**src/wfr_pkg.sv**
```systemverilog
package wfr_pkg;

  // Parser phases, one per section of a frame, plus the halted state.
  typedef enum logic [2:0] {
    PH_HDR0,
    PH_HDR1,
    PH_EXT,
    PH_MASK,
    PH_PAYLOAD,
    PH_HALT
  } phase_t;

  typedef enum logic [2:0] {
    ERR_NONE,
    ERR_RSV,
    ERR_CTRL,
    ERR_SEQ,
    ERR_LONG
  } err_t;

  typedef enum logic [1:0] {
    KIND_TEXT,
    KIND_PING,
    KIND_CLOSE
  } kind_t;

  localparam logic [3:0] OP_CONT  = 4'h0;
  localparam logic [3:0] OP_TEXT  = 4'h1;
  localparam logic [3:0] OP_CLOSE = 4'h8;
  localparam logic [3:0] OP_PING  = 4'h9;

  localparam logic [6:0] LEN7_EXT16 = 7'd126;
  localparam logic [6:0] LEN7_EXT64 = 7'd127;
  localparam logic [63:0] CTRL_MAX_LEN = 64'd125;

  localparam int MAX_LEN_W = 24;
  localparam logic [MAX_LEN_W-1:0] MAX_LEN_RESET = '1;

  localparam int MSG_COUNT_BITS_DEFAULT = 24;

  // Result queue between the parser and the output side.
  localparam int QDEPTH = 4;
  localparam int QPTR_W = $clog2(QDEPTH);
  localparam int QCNT_W = $clog2(QDEPTH + 1);

  typedef struct packed {
    logic [7:0] data_byte;
    logic       has_byte;
    kind_t      kind;
    logic       last;
    err_t       error;
  } res_t;

  // Status from the parser to the top level.
  typedef struct packed {
    logic res_valid;
    logic halted;
  } pstat_t;

endpackage

```
**src/wfr_parser.sv**
```systemverilog
module wfr_parser #(
  parameter int MESSAGE_COUNT_BITS = wfr_pkg::MSG_COUNT_BITS_DEFAULT
) (
  input  logic                           clk,
  input  logic                           rst,
  input  logic                           byte_valid,
  input  logic [7:0]                     rx_byte,
  input  logic [wfr_pkg::MAX_LEN_W-1:0]  max_len,
  output wfr_pkg::pstat_t                stat,
  output wfr_pkg::res_t                  res
);

  wfr_pkg::phase_t phase, phase_next;
  logic            frame_final, frame_final_next;
  logic [3:0]      frame_opcode, frame_opcode_next;
  logic [63:0]     payload_remaining, payload_remaining_next;
  logic [2:0]      ext_left, ext_left_next;
  logic [31:0]     mask_key, mask_key_next;
  logic [1:0]      mask_pos, mask_pos_next;
  logic            in_frag, in_frag_next;
  logic [MESSAGE_COUNT_BITS-1:0] message_used, message_used_next;

  logic [63:0] used_wide;
  logic [63:0] max_wide;
  logic [63:0] room;
  logic [7:0]  key_byte;
  logic        is_ctrl;
  logic        seq_bad;
  logic        res_valid;

  assign used_wide = 64'(message_used);
  assign max_wide  = 64'(max_len);
  assign room      = (used_wide > max_wide) ? 64'd0 : (max_wide - used_wide);
  assign is_ctrl   = frame_opcode[3];
  assign seq_bad   = ((frame_opcode == wfr_pkg::OP_CONT) && !in_frag) ||
                     (frame_opcode > wfr_pkg::OP_TEXT) ||
                     ((frame_opcode == wfr_pkg::OP_TEXT) && in_frag);

  always_comb begin
    case (mask_pos)
      2'd0:    key_byte = mask_key[31:24];
      2'd1:    key_byte = mask_key[23:16];
      2'd2:    key_byte = mask_key[15:8];
      default: key_byte = mask_key[7:0];
    endcase
  end

  always_comb begin
    logic frame_end;
    phase_next             = phase;
    frame_final_next       = frame_final;
    frame_opcode_next      = frame_opcode;
    payload_remaining_next = payload_remaining;
    ext_left_next          = ext_left;
    mask_key_next          = mask_key;
    mask_pos_next          = mask_pos;
    in_frag_next           = in_frag;
    message_used_next      = message_used;
    res_valid              = 1'b0;
    res                    = '0;
    frame_end              = 1'b0;

    if (byte_valid) begin
      case (phase)
        wfr_pkg::PH_HDR0: begin
          if ((rx_byte & 8'h70) != 8'h00) begin
            phase_next = wfr_pkg::PH_HALT;
            res_valid  = 1'b1;
            res.error  = wfr_pkg::ERR_RSV;
          end else begin
            frame_final_next  = rx_byte[7];
            frame_opcode_next = rx_byte[3:0];
            phase_next        = wfr_pkg::PH_HDR1;
          end
        end
        wfr_pkg::PH_HDR1: begin
          if (!rx_byte[7]) begin
            phase_next = wfr_pkg::PH_HALT;
            res_valid  = 1'b1;
            res.error  = wfr_pkg::ERR_RSV;
          end else begin
            mask_key_next          = '0;
            mask_pos_next          = '0;
            payload_remaining_next = '0;
            if (rx_byte[6:0] == wfr_pkg::LEN7_EXT16) begin
              ext_left_next = 3'd1;
              phase_next    = wfr_pkg::PH_EXT;
            end else if (rx_byte[6:0] == wfr_pkg::LEN7_EXT64) begin
              ext_left_next = 3'd7;
              phase_next    = wfr_pkg::PH_EXT;
            end else begin
              payload_remaining_next = 64'(rx_byte[6:0]);
              phase_next             = wfr_pkg::PH_MASK;
            end
          end
        end
        wfr_pkg::PH_EXT: begin
          payload_remaining_next = {payload_remaining[55:0], rx_byte};
          if (ext_left == 3'd0) begin
            phase_next = wfr_pkg::PH_MASK;
          end else begin
            ext_left_next = ext_left - 3'd1;
          end
        end
        wfr_pkg::PH_MASK: begin
          mask_key_next = {mask_key[23:0], rx_byte};
          if (mask_pos != 2'd3) begin
            mask_pos_next = mask_pos + 2'd1;
          end else if (is_ctrl && (!frame_final ||
                       payload_remaining > wfr_pkg::CTRL_MAX_LEN)) begin
            phase_next = wfr_pkg::PH_HALT;
            res_valid  = 1'b1;
            res.error  = wfr_pkg::ERR_CTRL;
          end else if (!is_ctrl && seq_bad) begin
            phase_next = wfr_pkg::PH_HALT;
            res_valid  = 1'b1;
            res.error  = wfr_pkg::ERR_SEQ;
          end else if (!is_ctrl && (payload_remaining > room)) begin
            phase_next = wfr_pkg::PH_HALT;
            res_valid  = 1'b1;
            res.error  = wfr_pkg::ERR_LONG;
          end else begin
            mask_pos_next = '0;
            if (payload_remaining != 64'd0) begin
              phase_next = wfr_pkg::PH_PAYLOAD;
            end else begin
              frame_end = 1'b1;
              // An empty final text frame, close or ping still produces an end mark.
              if (!is_ctrl) begin
                res_valid = frame_final;
                res.kind  = wfr_pkg::KIND_TEXT;
                res.last  = 1'b1;
              end else if (frame_opcode == wfr_pkg::OP_CLOSE) begin
                res_valid = 1'b1;
                res.kind  = wfr_pkg::KIND_CLOSE;
                res.last  = 1'b1;
              end else if (frame_opcode == wfr_pkg::OP_PING) begin
                res_valid = 1'b1;
                res.kind  = wfr_pkg::KIND_PING;
                res.last  = 1'b1;
              end
            end
          end
        end
        wfr_pkg::PH_PAYLOAD: begin
          mask_pos_next          = mask_pos + 2'd1;
          payload_remaining_next = payload_remaining - 64'd1;
          frame_end              = (payload_remaining == 64'd1);
          res.data_byte          = rx_byte ^ key_byte;
          res.has_byte           = 1'b1;
          if (!is_ctrl) begin
            message_used_next = message_used + 1'b1;
            res_valid         = 1'b1;
            res.kind          = wfr_pkg::KIND_TEXT;
            res.last          = frame_end && frame_final;
          end else if (frame_opcode == wfr_pkg::OP_CLOSE) begin
            res_valid = 1'b1;
            res.kind  = wfr_pkg::KIND_CLOSE;
            res.last  = frame_end;
          end else if (frame_opcode == wfr_pkg::OP_PING) begin
            res_valid = 1'b1;
            res.kind  = wfr_pkg::KIND_PING;
            res.last  = frame_end;
          end
        end
        default: begin
        end
      endcase

      // End of a frame's payload: message bookkeeping and next phase.
      if (frame_end) begin
        if (!is_ctrl) begin
          if (frame_final) begin
            message_used_next = '0;
            in_frag_next      = 1'b0;
          end else begin
            in_frag_next = 1'b1;
          end
          phase_next = wfr_pkg::PH_HDR0;
        end else if (frame_opcode == wfr_pkg::OP_CLOSE) begin
          phase_next = wfr_pkg::PH_HALT;
        end else begin
          phase_next = wfr_pkg::PH_HDR0;
        end
      end
    end
  end

  always_ff @(posedge clk) begin
    if (rst) begin
      phase        <= wfr_pkg::PH_HDR0;
      in_frag      <= 1'b0;
      message_used <= '0;
    end else begin
      phase        <= phase_next;
      in_frag      <= in_frag_next;
      message_used <= message_used_next;
    end
  end

  always_ff @(posedge clk) begin
    frame_final       <= frame_final_next;
    frame_opcode      <= frame_opcode_next;
    payload_remaining <= payload_remaining_next;
    ext_left          <= ext_left_next;
    mask_key          <= mask_key_next;
    mask_pos          <= mask_pos_next;
  end

  assign stat.res_valid = res_valid;
  assign stat.halted    = (phase == wfr_pkg::PH_HALT);

endmodule

```
**src/wfr_fifo.sv**
```systemverilog
module wfr_fifo (
  input  logic          clk,
  input  logic          rst,
  input  logic          wr_en,
  input  wfr_pkg::res_t wr_data,
  output logic          full,
  input  logic          rd_en,
  output wfr_pkg::res_t rd_data,
  output logic          empty
);

  wfr_pkg::res_t mem [wfr_pkg::QDEPTH];
  logic [wfr_pkg::QPTR_W-1:0] wr_ptr;
  logic [wfr_pkg::QPTR_W-1:0] rd_ptr;
  logic [wfr_pkg::QCNT_W-1:0] count;

  always_ff @(posedge clk) begin
    if (wr_en) begin
      mem[wr_ptr] <= wr_data;
    end
  end

  always_ff @(posedge clk) begin
    if (rst) begin
      wr_ptr <= '0;
      rd_ptr <= '0;
      count  <= '0;
    end else begin
      if (wr_en) begin
        wr_ptr <= wr_ptr + 1'b1;
      end
      if (rd_en) begin
        rd_ptr <= rd_ptr + 1'b1;
      end
      if (wr_en && !rd_en) begin
        count <= count + 1'b1;
      end else if (rd_en && !wr_en) begin
        count <= count - 1'b1;
      end
    end
  end

  assign rd_data = mem[rd_ptr];
  assign empty   = (count == '0);
  assign full    = (count == wfr_pkg::QCNT_W'(wfr_pkg::QDEPTH));

endmodule

```
**src/websocket_frame_receiver.sv**
```systemverilog
// WebSocket frame receiver for the client-to-server direction.
// The input side is a queue: present one received byte on rx_byte and raise
// push; the transaction completes at a clock edge where full is low. The
// result side is also a queue: while empty is low the oldest result sits on
// data_byte, has_byte, kind, last and error, and a pop with empty low takes it.
// Each byte produces zero or one result; header bytes mostly produce none.
// A result enters the result queue at the clock edge of its byte's transaction,
// and the parser takes one byte every cycle as long as full stays low. The
// parser updates its state once per accepted byte; a four-entry result
// queue separates it from the consumer, so a stalled consumer only stops input
// once four results wait, at which point full rises.
// The limit register max_message_length is written through cfg_write and
// cfg_data and should only change while the stream is quiet.
// Reset clears the parser to expect a frame header, empties the result queue
// and sets the limit to its largest value. After an error result or the end
// of a close frame the parser ignores every further byte until reset.
module websocket_frame_receiver #(
  parameter int MESSAGE_COUNT_BITS = wfr_pkg::MSG_COUNT_BITS_DEFAULT
) (
  input  logic                          clk,
  input  logic                          rst,
  input  logic                          push,
  output logic                          full,
  input  logic [7:0]                    rx_byte,
  output logic                          empty,
  input  logic                          pop,
  output logic [7:0]                    data_byte,
  output logic                          has_byte,
  output logic [1:0]                    kind,
  output logic                          last,
  output logic [2:0]                    error,
  input  logic                          cfg_write,
  input  logic [wfr_pkg::MAX_LEN_W-1:0] cfg_data
);

  logic [wfr_pkg::MAX_LEN_W-1:0] max_message_length;
  logic            byte_accept;
  logic            res_accept;
  wfr_pkg::pstat_t pstat;
  wfr_pkg::res_t   parser_res;
  wfr_pkg::res_t   head;

  // The limit register; no read-back is provided.
  always_ff @(posedge clk) begin
    if (rst) begin
      max_message_length <= wfr_pkg::MAX_LEN_RESET;
    end else if (cfg_write) begin
      max_message_length <= cfg_data;
    end
  end

  assign byte_accept = push && !full;
  assign res_accept  = pop && !empty;

  // Front part: header parsing, protocol checks and unmasking.
  wfr_parser #(
    .MESSAGE_COUNT_BITS(MESSAGE_COUNT_BITS)
  ) u_parser (
    .clk       (clk),
    .rst       (rst),
    .byte_valid(byte_accept),
    .rx_byte   (rx_byte),
    .max_len   (max_message_length),
    .stat      (pstat),
    .res       (parser_res)
  );

  // Back part: the result queue that feeds the output transactions.
  wfr_fifo u_fifo (
    .clk    (clk),
    .rst    (rst),
    .wr_en  (byte_accept && pstat.res_valid),
    .wr_data(parser_res),
    .full   (full),
    .rd_en  (res_accept),
    .rd_data(head),
    .empty  (empty)
  );

  assign data_byte = head.data_byte;
  assign has_byte  = head.has_byte;
  assign kind      = head.kind;
  assign last      = head.last;
  assign error     = head.error;

  // Once halted, the parser stays halted until reset.
  a_halt_sticky: assert property (@(posedge clk) disable iff (rst)
    pstat.halted |=> pstat.halted)
    else $error("parser left the halted state without reset");

  // A halted parser never produces another result.
  a_halt_silent: assert property (@(posedge clk) disable iff (rst)
    pstat.halted |-> !pstat.res_valid)
    else $error("result produced while halted");

  // Error results carry no byte, no end mark and kind zero.
  a_err_shape: assert property (@(posedge clk) disable iff (rst)
    (!empty && (error != wfr_pkg::ERR_NONE)) |->
      (!has_byte && !last && (kind == wfr_pkg::KIND_TEXT)))
    else $error("malformed error result");

  // A result without a byte shows a zero data byte.
  a_nobyte_zero: assert property (@(posedge clk) disable iff (rst)
    (!empty && !has_byte) |-> (data_byte == 8'd0))
    else $error("data byte set without has_byte");

endmodule

```
**config.mk**
```make
export PLATFORM = sky130hd
export DESIGN_NAME = websocket_frame_receiver
export DESIGN_NICKNAME = d
export VERILOG_FILES = /design/src/wfr_pkg.sv /design/src/wfr_parser.sv /design/src/wfr_fifo.sv /design/src/websocket_frame_receiver.sv
export SDC_FILE = /design/constraint.sdc
export NUM_CORES = 1
export LEC_CHECK = 0
export BUFFER_PORTS_ARGS = -buffer_cell sky130_fd_sc_hd__buf_2
export CAP_MARGIN = 20
export CELL_PAD_IN_SITES_DETAIL_PLACEMENT = 0
export CELL_PAD_IN_SITES_GLOBAL_PLACEMENT = 2
export CORE_ASPECT_RATIO = 1.1
export CORE_UTILIZATION = 41
export CTS_CLUSTER_DIAMETER = 120
export CTS_CLUSTER_SIZE = 16
export DETAILED_ROUTE_END_ITERATION = 12
export HOLD_SLACK_MARGIN = 0.03
export PLACE_DENSITY_LB_ADDON = 0.1
export SETUP_SLACK_MARGIN = 0.15
export SYNTH_ARGS = -nofsm -noshare
export SYNTH_HDL_FRONTEND = slang
export SYNTH_SLANG_ARGS = --single-unit
```
**constraint.sdc**
```tcl
create_clock -name clk -period 8.1 [get_ports clk]
set_clock_uncertainty 0.1 [all_clocks]
set_input_delay 0.405 -clock clk [delete_from_list [all_inputs] [get_ports clk]]
set_output_delay 0.405 -clock clk [all_outputs]
set_load 0.005 [all_outputs]
```
==> results of run 1 <==
==> worst max-delay path by stage <==
stage | cells after the start | end | slack, ns
global placement | 26 | u_fifo.count[2] | 1.14
global route | 26 | u_fifo.count[2] | 0.31
CTS | 26 | u_fifo.count[2] | 0.88
finish | 26 | u_fifo.count[2] | 0.87
detailed placement | 26 | u_fifo.count[2] | 0.95
floorplan | 24 | u_fifo.count[2] | 0.75
==> critical path, cell delays in order (launching register included) <==
cell	delay (ns)
dfxtp_1	0.44
ha_1	0.21
inv_1	0.06
fa_1	0.41
a211oi_1	0.30
o21ai_0	0.19
a31oi_1	0.27
o211ai_1	0.21
a2111oi_0	0.37
or3_1	0.21
nand4_1	0.09
buf_4	0.28
ha_1	0.38
nand4_1	0.14
or2_2	0.36
or4_1	0.61
a311o_1	0.40
and4_1	0.21
nor2_1	0.20
o21ai_0	0.28
inv_1	0.13
ha_1	0.19
inv_1	0.06
fa_1	0.38
xor2_1	0.19
or3_1	0.31
a21oi_1	0.14
==> power breakdown <==
group	internal [mW]	switching [mW]
Combinational	0.389	0.499
Sequential	1.45	0.183
Clock	0.440	0.421
==> registers in the layout, indices dropped and copies added (netlist names), 4 cells and up, named ones only <==
signal,flops
u_fifo.mem,60
u_parser.payload_remaining,64
max_message_length,24
u_parser.frame_opcode,4
u_parser.message_used,24
u_parser.mask_key,32
==> logic make-up (layout without fill, tap and decap cells) <==
logic type / after synthesis / after routing / synth area share
adders and majority gates: 104 / 104 / 0.0962
xor gates and xnor gates: 112 / 112 / 0.0717
DFF: 227 / 227 / 0.454
and+or+nand+nor: 535 / 535 / 0.193
buffers and inverters: 101 / 173 / 0.0283
AOI/OAI and AO/OA: 255 / 255 / 0.113
muxes: 41 / 41 / 0.0438
==> metrics by stage <==
| stage | area, um^2 | cells |
|---|---|---|
| floorplan | 13700 | 1375 |
| global placement | 14400 | 1817 |
| detailed placement | 14400 | 1817 |
| CTS | 15200 | 1871 |
| global route | 15200 | 1873 |
| finish | 15200 | 1873 |
==> layout make-up <==
cell class                      count  area [um^2]  share of cell area
Clock inverter                      1         16.3             0.00107
Sequential cell                   227         6210               0.408
Tap cell                          426          533              0.0351
Clock buffer                       30          517              0.0340
Multi-Input combinational cell   1047         7110               0.468
Inverter                           51          191              0.0126
Timing Repair Buffer               91          626              0.0412
==> metal layers <==
layer | GRT usage | share of wire | up-vias
met2 | 0.355 | 0.50 | 170
met3 | 0.0216 | 0.031 | 44
li1 | - | - | 5147
met1 | 0.279 | 0.45 | 4908
met4 | 0.0432 | 0.019 | 0
met5 | 0 | 0 | -
==> cell usage after synthesis, types with 6 or more instances <==
cell type	count	area, um^2
dfxtp_1	61	1220
o31ai_1	6	45.0
a21o_1	13	97.6
clkbuf_1	42	158
a222oi_1	9	90.1
mux2i_1	25	250
nand2_1	185	694
xor2_1	25	219
and2_1	35	219
a31oi_1	9	56.3
nand4_1	27	169
nor4_1	28	175
mux4_2	15	338
nor2_1	108	405
xnor2_1	87	762
nor2b_1	11	68.8
nand2b_1	11	68.8
o21ai_0	107	536
nor3_1	44	220
or4_1	14	105
nand3_1	16	80.1
edfxtp_1	166	4980
inv_1	50	188
a21oi_1	62	310
ha_1	102	1280
or3_1	18	113
==> placed cells by master, fill, tap and decap left out, types with 23 or more instances in the layout <==
master	count
mux2i_1	25
ha_1	102
inv_1	50
nor3_1	44
dfxtp_1	61
edfxtp_1	166
o21ai_0	107
and2_1	35
buf_2	53
nor4_1	28
xnor2_1	87
nand2_1	185
xor2_1	25
a21oi_1	62
nor2_1	105
nand4_1	27
dlygate4sd3_1	23
==> impl_metrics.py, run 1 <==
metrics = {
    "logic_synthesis": {
        "synthFlopType": "edfxtp_1",
        "ys_seq_area_frac": 0.454,
        "async_reset_ff_frac": 0,
        "synthCells": 1375,
        "yosysWarnings": 0,
        "synth_fp_nets": 1516,
        "syn_area_per_cell_um2": 9.95,
        "synth_cell_types": 70,
        "synthesis.area_um2": 13700,
        "synth-seq-cells": 227,
        "synth_edf_count": 166,
    },
    "clock_tree": {
        "ctsResizeCount": 0,
        "path_clk_slew_ns": 0.08,
        "cts_tree": "yes",
        "holdBufCountCts": 23,
        "htree_num_levels": 1,
        "cts_setup_buffers": 0,
        "clock_latency_ns": 0.51,
        "clockBufferDepth": 3,
        "cts_root_buf": "clkbuf_16",
        "cts_buffers": 18,
        "numClockSinks": 227,
    },
    "job": {
        "maxCapViolCount": 0,
    },
    "global_route": {
        "grt_first_pass_wirelength_um": 56400,
        "grt_max_degree": 70,
        "grt_usage": 0.207,
        "grt_pass1_vias": 10200,
        "antenna_found_initial": 0,
        "grt_overflow": 0,
    },
    "worst_hold_path": {
        "hp-class": "in2reg",
        "whs_endpoint": "max_message_length[1]",
        "hp-start": "cfg_data[1]",
        "hold-path-cell-count": 3,
    },
    "routing": {
        "routed_wl_um": 34700,
        "ant_nets": 0,
        "drcViolationCount": 0,
        "avgRoutedWirePerCell_um": 18.5,
        "first_pass_iters": 5,
        "drt_iter0_markers": 594,
        "routed-via-count": 10300,
        "routed_via_density": 5.48,
    },
    "finish": {
        "final_nets": 1577,
        "antenna_cells": 0,
        "area_delta_synth_final_pct": 11.1,
        "fillers": 3148,
        "post-route-util": 0.467,
        "layout-drive-gt1-share": 0.0850,
    },
    "sta": {
        "setup_violations": 0,
        "setup_ws_ns": 0.868,
        "whs_ns": 0.0512,
        "slew_viol_final": 0,
        "rsz0062_at_grt": "false",
        "max_freq_mhz": 138,
        "worst_pin_slew_ns": 0.968,
        "fin_crit_sh": 0.893,
        "slew_headroom": 0.355,
        "finalHoldViolCount": 0,
        "tns_ns": 0,
        "period_needed_ns": 7.23,
    },
    "critical_path": {
        "crit_path_start": "u_parser.message_used[0]",
        "reg2reg_depth": 26,
        "arrival_ns": 7.57,
        "r2r-end": "u_fifo.count[2]",
        "crit_type": "reg2reg",
        "cp_max_fo": 40,
        "required_ns": 8.43,
        "end_kind": "flop",
        "r2r_setup_slack_ns": 0.87,
        "start_kind": "flop",
        "r2r_start": "u_parser.message_used[0]",
    },
    "power": {
        "p_total_mw": 3.38,
        "pwr_density_cell_nw_per_um2": 222,
        "max-vdd-ir-drop_v": 0.000152,
        "p_leak_nw": 5.30,
    },
    "placement": {
        "post-place-ws_ns": 0.954,
        "dpl.hpwl_um": 25000,
        "portBuffers": 53,
        "gp_congestion": 0.826,
    },
    "outcome": {
        "outcome": "finished clean",
    },
    "die": {
        "io_pins": 54,
        "start_util": 0.420,
        "die_h_um": 194,
        "dieArea_um2": 34100,
        "dieWidth_um": 176,
        "core_area_um2": 32500,
        "rows": 69,
    },
}
Note: power is estimated with default switching activity, not from simulation.
==> run 2, diff against run 1 <==
SYNTH_HIERARCHICAL = 1   (was default)
==> impl_metrics.py, run 2 <==
metrics = {
    "outcome": {
        "outcome": "finished clean",
    },
    "finish": {
        "finalNonFillerCells": 1822,
        "seq_area_um2": 6210,
        "final_nets": 1525,
        "finalInstanceArea_um2": 15000,
        "multi_input_comb_area_um2": 6970,
        "fillers": 3147,
        "top_register": "u_parser/payload_remaining",
        "area_delta_synth_final_pct": 10.4,
        "antenna_cells": 0,
        "top_regs": "u_parser/payload_remaining (64), u_fifo/mem (60), u_parser/mask_key (32)",
        "mostFrequentLayoutCell": "edfxtp_1",
        "largest_register_ffs": 64,
        "layout-drive-gt1-share": 0.0852,
        "final_cell_mix": "166 x edfxtp_1, 157 x nand2_1, 109 x nor2_1",
    },
    "die": {
        "io_pins": 54,
        "dieArea_um2": 33900,
        "rows": 69,
        "core_area_um2": 32500,
        "start_util": 0.418,
        "die_h_um": 193,
        "dieWidth_um": 176,
    },
    "placement": {
        "gp_congestion": 0.810,
        "dpl.hpwl_um": 23300,
        "postPlaceCellArea_um2": 14200,
        "portBuffers": 53,
        "dpl.cell_count": 1765,
    },
    "sta": {
        "period_needed_ns": 6.83,
        "worst_pin_slew_ns": 0.998,
        "setup_violations": 0,
        "max_freq_mhz": 146,
        "whs_ns": 0.0791,
        "tns_ns": 0,
        "finalHoldViolCount": 0,
        "slew_viol_final": 0,
        "slew_headroom": 0.328,
        "rsz0062_at_grt": "false",
        "fin_crit_sh": 0.843,
    },
    "logic_synthesis": {
        "synthesis.area_um2": 13600,
        "synth_fp_nets": 1468,
        "yosysWarnings": 6,
        "synthCells": 1327,
        "syn_area_per_cell_um2": 10.2,
    },
    "clock_tree": {
        "numClockSinks": 227,
        "path_clk_slew_ns": 0.08,
        "ctsResizeCount": 0,
        "clock_latency_ns": 0.52,
        "htree_num_levels": 1,
        "holdBufCountCts": 24,
        "cts_root_buf": "clkbuf_16",
        "clockBufferDepth": 3,
        "cts_setup_buffers": 0,
        "cts_buffers": 18,
        "cts_tree": "yes",
    },
    "routing": {
        "avgRoutedWirePerCell_um": 18.3,
        "routed_via_density": 5.47,
        "ant_nets": 0,
        "drcViolationCount": 0,
        "wl_met3_um": 1180,
        "first_pass_iters": 5,
        "routed-via-count": 9960,
        "drt_iter0_markers": 475,
        "routed_wl_um": 33300,
        "top_layer": "met4",
        "wl_met1_um": 15100,
        "routed-wl-met2_um": 16300,
    },
    "power": {
        "max-vdd-ir-drop_v": 0.000161,
        "p_leak_nw": 5.38,
        "pwr_density_cell_nw_per_um2": 212,
    },
    "critical_path": {
        "crit_type": "reg2reg",
        "slowest_delay_ns": 0.40,
        "required_ns": 8.43,
        "arrival_ns": 7.16,
        "start_kind": "flop",
        "end_kind": "flop",
        "cp_max_fo": 40,
        "crit_slowest_cell": "dfxtp_1",
    },
    "job": {
        "maxCapViolCount": 0,
    },
    "global_route": {
        "grt_first_pass_wirelength_um": 54000,
        "grt_max_degree": 65,
        "antenna_found_initial": 1,
        "grt_pass1_vias": 9869,
        "grt_usage": 0.201,
        "grt_overflow": 0,
    },
    "worst_hold_path": {
        "hp-class": "in2reg",
    },
}
run 2: final cells by class:
cell class,count,share of cell area
sequential,227,0.414
clock buffer,30,0.0337
timing repair buffer,87,0.0387
multi-input combinational,1006,0.465
clock inverter,2,0.00217
tap,426,0.0355
inverter,44,0.0110
run 2: per-layer routing:
| metal | GRT usage | vias up |
|---|---|---|
| met5 | 0 | - |
| met1 | 0.261 | 4774 |
| met3 | 0.0205 | 38 |
| met2 | 0.359 | 185 |
| met4 | 0.0485 | 0 |
| li1 | - | 4963 |
run 2: worst paths after layout:
check             cells after the start                      from  slack [ns]                  endpoint
setup / recovery                     31  u_parser/message_used[0]        1.27           u_fifo/count[2]
hold / removal                        1                rx_byte[0]        0.08  u_parser/frame_opcode[0]
setup reg to reg                     31  u_parser/message_used[0]        1.27           u_fifo/count[2]
hold reg to reg                       2           u_fifo/count[2]        0.41           u_fifo/count[2]
run 2: power by group:
group          switching [mW]  leakage (nW)  total (mW)  internal (mW)
combinational           0.414          3.06       0.750          0.336
sequential              0.167          2.07        1.57           1.40
clock                   0.431         0.256       0.864          0.433
total                    1.01          5.38        3.18           2.17
run 2: critical path: cells and delay by family, from the launching register on:
kind | cells | cell delay, ns
buf+inv | 4 | 0.59
flops | 1 | 0.40
compound gates | 10 | 1.91
xor+xnor | 1 | 0.17
fa+ha+maj | 5 | 1.58
simple gates | 11 | 1.95
run 2: per-stage QoR:
stage | setup slack (ns) | utilization | power [mW]
2_1_floorplan | 0.793 | - | 2.10
3_3_place_gp | 1.43 | 0.438 | 2.34
3_5_place_dp | 1.31 | 0.438 | 2.35
4_1_cts | 1.24 | 0.462 | 3.23
5_1_grt | 0.590 | 0.462 | 3.37
6_report | 1.27 | 0.462 | 3.18
